## config.mk

```make
export PLATFORM = sky130hd
export DESIGN_NAME = dtsc_ram
export DESIGN_NICKNAME = d
export VERILOG_FILES = /design/src/rtl/core/dtsc_ram.sv
export SDC_FILE = /design/constraint.sdc
export NUM_CORES = 2
export LEC_CHECK = 0
export ABC_AREA = 1
export ABC_CLOCK_PERIOD_IN_PS = 2300
export BUFFER_PORTS_ARGS = -buffer_cell sky130_fd_sc_hd__buf_2
export CAP_MARGIN = 20
export CORE_MARGIN = 5
export CORE_UTILIZATION = 35
export CTS_CLUSTER_DIAMETER = 100
export DETAILED_ROUTE_END_ITERATION = 8
export PLACE_DENSITY_LB_ADDON = 0.08
export SYNTH_ARGS = -nofsm -noshare
export SYNTH_HDL_FRONTEND = slang
export SYNTH_SLANG_ARGS = --single-unit
```

## constraint.sdc

```tcl
create_clock -name clock -period 2.3 [get_ports clock]
set_clock_uncertainty 0.1 [all_clocks]
set_input_delay 0.23 -clock clock [delete_from_list [all_inputs] [get_ports clock]]
set_output_delay 0.23 -clock clock [all_outputs]
set_load 0.02 [all_outputs]
```

## src/rtl/core/dtsc_ram.sv

```systemverilog
// Single write port, single registered read port memory.
// Used for the node table and the feature store; depends on nothing.
module dtsc_ram #(
   parameter int DEPTH = 256,
   parameter int WIDTH = 16,
   localparam int ADDR_W = (DEPTH > 1) ? $clog2(DEPTH) : 1
) (
   input  logic              clock,
   input  logic              wr_en,
   input  logic [ADDR_W-1:0] wr_addr,
   input  logic [WIDTH-1:0]  wr_data,
   input  logic [ADDR_W-1:0] rd_addr,
   output logic [WIDTH-1:0]  rd_data
);

   logic [WIDTH-1:0] mem [DEPTH];
   logic [WIDTH-1:0] rd_data_ff;

   // write port
   always_ff @(posedge clock) begin
      if (wr_en) begin
         mem[wr_addr] <= wr_data;
      end
   end

   // read port, registered
   always_ff @(posedge clock) begin
      rd_data_ff <= mem[rd_addr];
   end

   assign rd_data = rd_data_ff;

endmodule

```

## Word level (Yosys, flattened, before mapping)

Memories as Yosys holds them, arrays and structs flattened. A register that Yosys moved wholly into a read port is not among the register bits.
Cells that the tools add are included.

| word-level totals | value |
|---|---|
| flip-flop bits (word level) | 0 |
| memories | 1 |
| memory bits (writable) | 4096 |
| output and inout bits | 16 |
| input bits | 34 |

| operators by class | value |
|---|---|
| mux-type cells | 2 |

Memories:

| memory | words | bits a word | rd ports | clocked after Yosys merged registers in | wr ports | line | source |
|---|---|---|---|---|---|---|---|
| mem | 256 | 16 | 1 | 1 | 1 | 16 | `logic [WIDTH-1:0] mem [DEPTH];` |

Operators by type and width:

| kind | number |
|---|---|
| $mux W1 | 2 |

## Depth between registers and ports, before layout

| depth | value |
|---|---|
| depth in word-level cells | 2 |
| gate-level depth with buffers | 15 |

## Worst setup path after synthesis

No wires, ideal clock.

| timing | value |
|---|---|
| path kind | input-to-reg |
| from | in wr_en |
| to | mem mem[164][0] (enable) |
| cell stages on the path | 4 |
| setup slack | 130 ps |
| library setup time | 388 ps |
| data arrival time | 1682 ps |
| cells stage by stage | clkbuf_1 nand3_1 clkbuf_1 nor2_1 |

| on the way | value |
|---|---|
| word-level cells in the longest chain between the ends | 2 |

Ends and longest elaborated chain:

| element | line | source |
|---|---|---|
| start: declaration | 9 | `input logic wr_en,` |
| $mux W1 | 21 | `if (wr_en) begin` |
| $mux W1 (not written as such) | 22 | `mem[wr_addr] <= wr_data;` |
| end: declaration | 16 |  |

Every way passes these cells.

==> reports/metrics.yaml <==
outcome: "finished, violations left"
total_power_mw: 165.4
synth_nets: 13650
worstSetupStartpointType: "input port"
hold_viol: 0
yosysSeqAreaShare_pct: 74.42
rows: 252
grt-ovfl-total: 0
netlist_area_um2: 165700
cts_buffers: 446
min-delay-start: "wr_data[2]"
crit_required_ns: 3.09
netlist_instances: 13620
violations: "setup timing"
r2r_slack_ns: 0.01
die-area_um2: 487300
rsz0062_at_grt: "false"
maxSlewViolCount: 0
worstSkewPairLatency_ns: 1.02
worst-path-max-fanout: 28
setup_viol: 1
drt_wl_total_um: 570500
regArea_um2: 123300
dp_slack_ns: -1.113
yosys_warnings: 0
min_period_over_period_pct: 100.1
whs_path_depth: 2
start_util_pct: 35.15
n_fill_cell: 43550
worstRegToRegCells: 11
power_density_nw_per_um2: 830.9
grt_usage_pct: 22.73
h-tree-depth: 5
final_nets: 14460
tritoncts: "yes"
fp.dieW_um: 698.1
p_leak_nw: 70.11
drv_cap: 0
antenna_found_initial: 37
yosys.cell_types.count: 15
route.vias.total: 110700
grt_pass1_vias: 106700
detail-route-antenna-nets: 0
worstMarginPinSlew_ns: 1.001
grt_pass1_wl_um: 809500
dpl.hpwl_um: 361100
cts_post_setup_buffers_inserted: 0
syn_avg_cell_area_um2: 12.17
min_to: "mem[113][2]"
grt_max_degree: 103
drc: 0
cp-end-kind: "register"
gp_congestion: 0.8532
root_buffer: "clkbuf_16"
clockBufferDepth: 4
vias_per_cell: 5.262
arrival_ns: 3.10
cts.clk_slew.worst_paths_ns: 0.06
syn2layout_area_growth_pct: 20.13
num_io_pins: 50
core_um2: 471400
yosys_register_bits: 4112
wire_per_inst_um: 27.12
drt_iter0_drc: 10940
io_buffers: 49
max_freq_mhz: 434.1
multi_input_area_um2: 37460
timing.rr.end: "rd_data[8]"
reg2reg_from: "mem[103][8]"
ir_worst_vdd_mv: 0.7450
min_period_ns: 2.303
die_y_um: 698.1
dr.pass1.iters: 5
drive_gt1_share_pct: 13.94
max-slew-margin-rel_pct: 33.24
critPathKind: "in2reg"
fin_ws_ns: -0.003360
hp-class: "in2reg"
cts.sinks: 4112
## synthesized netlist by cell type (all sizes together)
master  number  area share [%]
nor2       283            0.64
nand2     4211             9.5
clkbuf     154            0.35
buf        783             2.8
nand3     4035              12
edfxtp    4096              74
dfxtp       16            0.19
inv         39           0.091
## power breakdown
| group | internal (mW) | total [mW] | switching (mW) |
|---|---|---|---|
| Sequential | 82.6 | 82.8 | 0.173 |
| Combinational | 3.47 | 11.9 | 8.44 |
| Clock | 40.5 | 70.7 | 30.2 |
## registers in the layout, indices dropped and copies added, names as in the netlist
signal / cells
mem: 4096
rd_data: 16
## logic make-up after synthesis
kind of cell           count (synthesis)  synth area share [%]
buffers and inverters                976                 3.214
and+or+nand+nor                     8529                 22.37
DFF                                 4112                 74.42
## cells in the final DEF (no fill, tap or decap), types with 33 or more instances in the layout
master,instances
nand3_1,4018
nor2_2,101
edfxtp_1,4096
clkinv_2,111
nand2_1,4192
inv_1,33
clkinv_1,103
bufinv_16,40
buf_4,730
nor2_1,182
clkbuf_16,454
buf_12,488
clkbuf_1,77
## worst max-delay path by stage
stage                    start  cells after the start  slack [ns]     endpoint
floorplan                wr_en                      4        0.13  mem[164][0]
global placement    rd_addr[1]                     14       -1.15  rd_data[10]
detailed placement  rd_addr[1]                     14       -1.11  rd_data[10]
CTS                 rd_data[8]                      1       0.003   rd_data[8]
global route        wr_addr[3]                     11      0.0008  mem[105][0]
finish              rd_addr[1]                     14      -0.003  rd_data[10]
## final cells by class
class / instances / area share [%]
antenna: 8 / 0.01006
inverter: 39 / 0.09994
sequential: 4112 / 61.95
clock inverter: 295 / 1.305
timing repair buffer: 1297 / 8.047
clock buffer: 532 / 5.859
tap: 6223 / 3.911
multi-input combinational: 8529 / 18.82
## worst max-delay path, stage by stage
cell and delay [ns]:
buf_8 0.19, buf_4 0.23, buf_4 0.33, buf_12 0.25
buf_4 0.22, nand3_1 0.11, nand3_1 0.10, nand3_1 0.18
nand3_1 0.36, nand3_2 0.26, nand3_1 0.27, nand2_1 0.11
nand2_1 0.07, nand2_1 0.05
## what timing repair did
item / 4_1_cts / 5_1_grt
gates resized for setup: 18 / 11
endpoints found under the hold margin: 4136 / 0
hold buffers: 31 / 0
setup endpoints to repair: 16 / 8
## per-layer routing
layer | routed length [um] | global-route usage (%)
met1 | 254800 | 32.39
met2 | 266800 | 36.64
met3 | 32290 | 2.963
met4 | 16590 | 6.199
met5 | 87 | 0
## metrics by stage
stage	instance area, um^2	util, %	setup TNS, ns	hold slack [ns]	std cells
global route	199100	42.23	0	0.06170	21030
global placement	184400	39.11	-13.45	0.3729	20170
detailed placement	184400	39.11	-13.18	0.3773	20170
floorplan	165700	-	0	0.2289	13620
CTS	199000	42.22	0	0.004548	21030
finish	199100	42.23	-0.003360	0.09549	21040
Power figures use the tool's default switching activity.
