<file path="src/rtl/core/dtsc_pkg.sv">
// Package for the decision-tree stump classifier.
// Holds field widths, mode, status and register codes, the node entry and step result types, and the label mask.
// No dependencies.
package dtsc_pkg;

   // default storage depths handed to the top level
   localparam int DEF_MAX_NODES    = 256;
   localparam int DEF_MAX_FEATURES = 256;

   // fixed by the field widths
   localparam int MAX_LABELS  = 16;
   localparam int VALUE_BITS  = 16;
   localparam int SLOT_W      = 8;
   localparam int CHILD_W     = 8;
   localparam int MODE_W      = 2;
   localparam int STATUS_W    = 2;
   localparam int LABEL_CNT_W = 5;
   localparam int NODE_CNT_W  = 9;

   localparam int CSR_IDX_W  = 1;
   localparam int CSR_DATA_W = 9;

   localparam int REQ_TDATA_W = 88;
   localparam int RSP_TDATA_W = 32;

   // item kinds
   localparam logic [MODE_W-1:0] MODE_NODE_WR  = 2'd0;
   localparam logic [MODE_W-1:0] MODE_FEAT_WR  = 2'd1;
   localparam logic [MODE_W-1:0] MODE_CLASSIFY = 2'd2;

   // result status
   localparam logic [STATUS_W-1:0] ST_OK        = 2'd0;
   localparam logic [STATUS_W-1:0] ST_UNTRAINED = 2'd1;
   localparam logic [STATUS_W-1:0] ST_BAD_WALK  = 2'd2;

   // register indexes
   localparam logic [CSR_IDX_W-1:0] CSR_LABEL_COUNT = 1'b0;
   localparam logic [CSR_IDX_W-1:0] CSR_NODE_COUNT  = 1'b1;

   typedef struct packed {
      logic [CHILD_W-1:0]           right;
      logic [CHILD_W-1:0]           left;
      logic [MAX_LABELS-1:0]        signs;
      logic signed [VALUE_BITS-1:0] split;
      logic [SLOT_W-1:0]            feature;
   } node_entry_type;

   localparam int NODE_ENTRY_W = $bits(node_entry_type);

   // outcome of one visit of the compare unit
   typedef struct packed {
      logic                  is_leaf;
      logic                  bad;
      logic [CHILD_W-1:0]    next;
      logic [MAX_LABELS-1:0] signs;
   } step_res_type;

   // bits below the label count
   function automatic logic [MAX_LABELS-1:0] label_mask(input logic [LABEL_CNT_W-1:0] cnt);
      logic [MAX_LABELS-1:0] m;
      m = '0;
      for (int l = 0; l < MAX_LABELS; l++) begin
         m[l] = (32'(l) < 32'(cnt));
      end
      return m;
   endfunction

endpackage

</file>
<file path="src/rtl/core/dtsc_step.sv">
// Shared compare unit: tests one node's feature against its split.
// Picks the child, flags a bad walk and forms the leaf's label signs; uses dtsc_pkg.
module dtsc_step import dtsc_pkg::*; (
   input  node_entry_type               node,
   input  logic signed [VALUE_BITS-1:0] feat_value,
   input  logic                         feat_oor,
   input  logic [NODE_CNT_W-1:0]        ncount,
   input  logic [NODE_CNT_W-1:0]        steps,
   input  logic [MAX_LABELS-1:0]        lmask,
   output step_res_type                 res
);

   logic signed [VALUE_BITS-1:0] value;
   logic                         phi;
   logic [CHILD_W-1:0]           next;

   // feature index past the store reads zero
   assign value = feat_oor ? '0 : feat_value;
   assign phi   = ($signed(value) >= $signed(node.split));
   assign next  = phi ? node.right : node.left;

   always_comb begin
      res.is_leaf = (node.left == '0);
      res.next    = next;
      res.bad     = !res.is_leaf &&
                    ((steps >= ncount) || ({1'b0, next} >= ncount));
      // label gets +1 when its sign bit equals phi
      res.signs   = ~(node.signs ^ {MAX_LABELS{phi}}) & lmask;
   end

endmodule

</file>
<file path="config.mk">
export PLATFORM = sky130hd
export DESIGN_NAME = dtsc_step
export DESIGN_NICKNAME = d
export VERILOG_FILES = /design/src/rtl/core/dtsc_pkg.sv /design/src/rtl/core/dtsc_step.sv
export SDC_FILE = /design/constraint.sdc
export NUM_CORES = 1
export LEC_CHECK = 0
export ABC_CLOCK_PERIOD_IN_PS = 4350
export BUFFER_PORTS_ARGS = -buffer_cell sky130_fd_sc_hd__clkbuf_2
export CORE_UTILIZATION = 39
export DETAILED_ROUTE_END_ITERATION = 16
export GPL_ROUTABILITY_DRIVEN = 0
export PLACE_DENSITY = 0.83
export REMOVE_ABC_BUFFERS = 1
export SETUP_SLACK_MARGIN = 0.1
export SLEW_MARGIN = 20
export SYNTH_ARGS = -nofsm -noshare
export SYNTH_HDL_FRONTEND = slang
export SYNTH_SLANG_ARGS = --single-unit
</file>
<file path="constraint.sdc">
create_clock -name vclk -period 4.35
set_clock_uncertainty 0.15 [all_clocks]
set_input_delay 0.2175 -clock vclk [all_inputs]
set_output_delay 0.2175 -clock vclk [all_outputs]
set_load 0.01 [all_outputs]
</file>
* After elaboration in Yosys (flattened, before gate mapping)
Cells that the tools add are included.
Storage, ports and cells: input bits 107, output and inout port bits 26, logic and storage cells 12, bits in registers 0
Operators by class: reductions and logical operators 4, bitwise gates (word level) 3, mux-type cells 2, $lt $le $gt $ge 3
Operator list (number):
- 16-bit AND | 1
- 16-bit >= comparator | 1
- 16-bit 2-to-1 mux | 1
- 16-bit inverter | 1
- 16-bit bitwise XOR | 1
- 8-bit by 9-bit >= comparator with 1-bit output | 1
- 9-bit >= comparator | 1
- 8-bit zero test | 1
- 8-bit 2-to-1 mux | 1
- 1-bit logical AND | 1
- 1-bit zero test | 1
- 1-bit logical OR | 1

* Longest topological paths before layout
Gate-level depths: netlist (run 1).
depth in word-level cells 6, gate-level depth with buffers 17, mapped depth without buffers 15

* Worst setup path after synthesis (run 1)
OpenSTA, ideal clock, no wires.
path kind in2out, start in feat_oor, end out res[24] in the netlist's numbering, stages on the path 17, path slack 0.415 ns, arrival time 3.568 ns, required time 3.983 ns, cell sequence clkbuf_1 nor2b_1 ha_1 nand2_1 o21ai_0 a221oi_2 mux2_4 a31oi_4 buf_6 mux2i_1 ha_1 nand2b_1 a21o_1 a21o_1 a21oi_1 o21ai_0 a221o_1
RTL lines:
- start: declaration | line dtsc_step.sv:6 | input logic feat_oor,
- end: declaration | line dtsc_step.sv:10 | output step_res_type res

==> summary.md, run 1 <==
| Metric | Value |
|---|---|
| Post-Syn Area | 0.00141 mm² |
| Worst setup SP type | primary input |
| Critical Path Most Common Cell | ha_1 |
| Pleak | 1.32 nW |
| Final wirelength | 3680 µm |
| Max-slew headroom | 0.788 |
| Core Region | ~0.0034 mm² |
| F_max | 0.251 GHz |
| N_diodes | 0 |
| Post-Synthesis Cells | 185 |
| Reg area | 0 µm² |
| Height of the die | 62.2 µm |
| DIE WIDTH | 62.2 µm |
| P&R area growth vs syn | 48.7% |
| Ranking of synthesized cells by area | ha_1, mux2i_1, nand2b_1 |
| Std-Cell Rows | 21 |
| Minimum clock period | between 3 and 4 ns |
| WP data arrival | 3.62 ns |
| Delay of the slowest critical-path stage | 0.39 ns |
| Ports | between 100 and 150 |
| CP top delay family | compound AO/OA/AOI/OAI gates |
| GR Overflow Total | 0 |
| Hold Path Class | primary input to output pin |
| Max_cap viols | 0 |
| Share of cells above drive strength 1 | 0.457 |
| Post-synth cell types | 28 |
| Fillers | 317 |
| GRT Total Usage | 0.187 |
| CLK BUF | 0 |
| Final hold violation count | 0 |
| Total power | 0.249 mW |
| Hpwl dp | 3410 µm |
| Drt via density | slightly below 5 |
| Synthesized area per cell | approximately 7.6 µm² |
| Max-slew violations | 0 |
| Pre-Repair DR Iteration Count | 4 |
| Worst Path Required | between 3 and 4 ns |
| Avg WL per Cell | 10.3 µm |
| Crit. End Element | output pin |
| Vias in the first global route | about 1600 |
| Setup TNS | 0 ns |
| Antenna violations before repair | 0 |
| Post-layout util | 0.619 |
| Largest net degree at the start of global routing | 17 |
| # port buffers | roughly 130 |
| Seq/Total Area, Yosys | 0 |
| Pwr per Cell Area | 119 mW/mm² |
| Hold Buf Count CTS | 0 |
| First-pass GRT wire length | 6290 µm |
| Routed vias | between 1500 and 2000 |
| 1st-iter DRT viols | 47 |
| Drt drc | 0 |
| Area occupied by multi-input gates | 0.00128 mm² |
| Post-layout net count | 453 |
| Post-synth top area cell | ha_1 |
| Final setup violation count | 0 |
| CP max stage cell | mux2_2 |
| Crit-path max FO | 16 |
| Synth cell count leaders | ha_1, inv_1, nand2_1 |
| Sequential cells | 0 |
| Worst-Margin Slew | 0.315 ns |
| Initial Util | 0.416 |
| Cells along the critical path | clkbuf_4, nor2b_1, ha_1, nand4_1, nor3_4, a221oi_2, mux2_4, a31oi_4, mux2_2, ha_1, a2111oi_2, o21ai_1, a221o_1, clkbuf_2 |
| Number of synthesis warnings | 0 |
| Crit path buf inv count | 2 |
| Status | finished clean |
| Most common cell in the netlist | ha_1 |
| Critical path class | primary input to output pin |
| RSZ-0062 raised after global routing | false |
| Final worst-path cycle share | 0.916 |
| Final antenna-violating net count | 0 |
| Die area | between 0.003 and 0.004 mm² |
| Maximum vdd drop | 0.0000456 V |
| Area share of the largest cell type after synthesis | 0.293 |
==> kinds of logic after synthesis <==
family                   Yosys count  share of synthesized area
adder cells (fa/ha/maj)           33                      0.293
AND/OR/NAND/NOR                   69                      0.264
multiplexers                      26                      0.203
buffers and inverters             29                     0.0940
AO/OA/AOI/OAI                     28                      0.146
==> repair_timing <==
item,4_1_cts,5_1_grt
setup endpoints to repair,0,1
buffers inserted,0,2
resized for setup,0,5
==> report_power, final <==
group	internal [mW]	leakage (nW)	switching (mW)	total, mW
clock network	0	0	0	0
registers	0	0	0	0
logic	0.132	1.32	0.117	0.249
total	0.132	1.32	0.117	0.249
==> final timing paths <==
kind | to | slack (ns) | start | cells after the start
setup / recovery | res[24] | 0.37 | feat_oor | 14
hold / removal | res[5] | 0.59 | node[29] | 4
==> placed cells by master (no fill, tap or decap), drive strengths merged, types with 2 or more instances in the layout <==
master / count
clkbuf: 125
ha: 33
inv: 26
nand2: 23
nand2b: 18
nor2b: 17
mux2i: 17
mux2: 9
a21oi: 7
o21ai: 7
nor2: 4
buf: 4
nand4: 3
a21o: 3
o21a: 3
nor4: 2
nor3: 2
==> per-stage QoR <==
step / setup slack [ns] / instances / hold WS (ns) / cell area, µm²
2_1_floorplan: 0.273 / 182 / 0.413 / 1380
5_1_grt: 0.105 / 357 / 0.611 / 2100
4_1_cts: 0.147 / 355 / 0.589 / 2070
3_3_place_gp: 0.236 / 355 / 0.582 / 2070
3_5_place_dp: 0.154 / 355 / 0.589 / 2070
6_report: 0.366 / 357 / 0.588 / 2100
==> area by class of cell <==
type,count,share of cell area
tap,46,0.0274
inverter,26,0.0465
timing repair buffer,129,0.314
multi-input combinational,156,0.612
==> metal layers <==
metal  share of wire  GRT usage  wire (µm)  vias to the layer above
li1                -          -          -                      895
met1            0.39      0.198       1450                      748
met2            0.54      0.408       2000                       71
met3           0.056    0.00919        205                        4
met4          0.0079     0.0116         29                        0
met5               0          0          0                        -
Note: power is estimated with default switching activity, not from simulation.
==> inputs of run 2 (changes only) <==
- ABC_AREA: not set -> 1
- CORE_UTILIZATION: 39 -> 25
- PLACE_DENSITY: 0.83 -> 0.54
==> summary.md, run 2 <==
| Metric | Value |
|---|---|
| Switching Power | 0.157 mW |
| Minimum clock period | 3.81 ns |
| Pint | 0.118 mW |
| Antenna violations before repair | 0 |
| # port buffers | between 100 and 150 |
| Max-slew violations | 0 |
| Core Region | between 0.006 and 0.007 mm² |
| Max_cap viols | 0 |
| Post-Syn Area | approximately 0.0016 mm² |
| Maximum vdd drop | 0.0000619 V |
| Post CTS Setup Buffer Count | 0 |
| Ports | around 130 |
| First-pass GRT wire length | 7620 µm |
| CLK BUF | 0 |
| Post-layout util | 0.365 |
| Height of the die | 82.9 µm |
| Worst setup SP type | primary input |
| Final hold violation count | 0 |
| Pleak | 1.73 nW |
| Largest net degree at the start of global routing | 33 |
| Status | finished clean |
| Final worst-path cycle share | 0.876 |
| Most common cell in the netlist | inv_1 |
| Pwr per Cell Area | 118 mW/mm² |
| Number of synthesis warnings | 0 |
| Seq pwr share | 0 |
| Gate power share | 1.000 |
| Final wirelength | 4440 µm |
| Share of cells above drive strength 1 | 0.321 |
| Avg WL per Cell | 8.76 µm |
| Post-Synthesis Cells | 311 |
| DIE WIDTH | 82.9 µm |
| Leading cell type in the layout, fill and taps excluded | clkbuf_2 |
| Synthesized area per cell | 5.26 µm² |
| Die area | 0.00687 mm² |
| Drt drc | 0 |
| Area share of the largest cell type after synthesis | 0.252 |
| Hold Buf Count CTS | 0 |
| Pre-Repair DR Iteration Count | 4 |
| Ranking of synthesized cells by area | ha_1, inv_1, nand2_1 |
| Worst-Margin Slew | between 0.3 and 0.4 ns |
| GRT Total Usage | 0.124 |
| Commonest cells after routing, fill and taps aside | clkbuf_2, inv_1, nand2_1 |
| Post-synth top area cell | ha_1 |
| Std-Cell Rows | 29 |
| Finished Layout Cells | just over 500 |
| GR Overflow Total | 0 |
| Setup TNS | 0 ns |
| Clock power frac | 0 |
| Hpwl dp | 3890 µm |
| WP data arrival | 3.44 ns |
| Post-layout net count | 572 |
| Sw frac | 0.570 |
| RSZ-0062 raised after global routing | false |
| Worst Path Required | about 4.0 ns |
| Sequential cells | 0 |
| Routed vias | approximately 2100 |
| Critical path class | primary input to output pin |
| Seq/Total Area, Yosys | 0 |
| Hold Path Class | primary input to output pin |
| Vias in the first global route | 1915 |
| Drt via density | between 4 and 5 |
| N_diodes | 0 |
| Initial Util | 0.258 |
| Reg area | 0 µm² |
| P&R area growth vs syn | 41.7% |
| Post-Place Cells | 507 |
| 1st-iter DRT viols | 38 |
| Post-cts sizing count | 0 |
| Synth cell count leaders | inv_1, nand2_1, nor2_1 |
| Final antenna-violating net count | 0 |
| F_max | ~0.26 GHz |
| Crit-path max FO | 32 |
| Post-synth cell types | 22 |
| Final setup violation count | 0 |
| Max-slew headroom | 0.752 |
| Crit. End Element | output pin |
-- run 2: worst max-delay path: stages --
cell and delay [ns]:
clkbuf_2 0.27, nor2_1 0.09, ha_1 0.37, nand2_2 0.10
nor2_4 0.14, nand2_1 0.07, nor2_2 0.12, nand2_2 0.09
nand4_4 0.24, nand3_4 0.35, o21ai_1 0.34, ha_1 0.31
a21oi_1 0.14, nor2_1 0.05, a21oi_1 0.12, o2111ai_1 0.12
nor2_1 0.11, nor2_1 0.04, clkbuf_2 0.13
-- run 2: path summary, 6_finish.rpt --
| check | slack, ns | cells after the start | from | to |
|---|---|---|---|---|
| min | 0.56 | 4 | lmask[14] | res[14] |
| max | 0.54 | 19 | feat_oor | res[24] |
-- run 2: cell type report --
type	instances	area [µm²]
Timing Repair Buffer	127	641
Multi-Input combinational cell	210	1230
Tap cell	77	96.3
Fill cell	718	4030
Inverter	93	349
-- run 2: metrics by stage --
stage	instance area (µm²)	hold slack, ns	setup slack (ns)	total power [mW]
finish	2320	0.560	0.538	0.275
global route	2320	0.574	0.106	0.316
CTS	2320	0.562	0.442	0.278
detailed placement	2320	0.561	0.455	0.277
global placement	2320	0.558	0.488	0.274
floorplan	1580	0.382	1.20	0.167
-- run 2: kinds of logic after synthesis --
logic type	synth area share
AND/OR/NAND/NOR	0.411
buffers and inverters	0.247
adder cells (fa/ha/maj)	0.252
AO/OA/AOI/OAI	0.0902
-- run 2: power by group through the flow --
stage                     sequential (mW)  clock, mW  combinational (mW)
after floorplan                         0          0               0.167
after global placement                  0          0               0.274
after detailed placement                0          0               0.277
after CTS                               0          0               0.278
after global routing                    0          0               0.316
final                                   0          0               0.275
-- run 2: layer usage --
layer,vias up,GRT usage,wire length [µm],part of all wire
met1,868,0.154,2050,0.46
met2,69,0.244,2160,0.49
met4,0,0.00470,0,0
met3,0,0.00895,229,0.052
met5,-,0,0,0
li1,1191,-,-,-
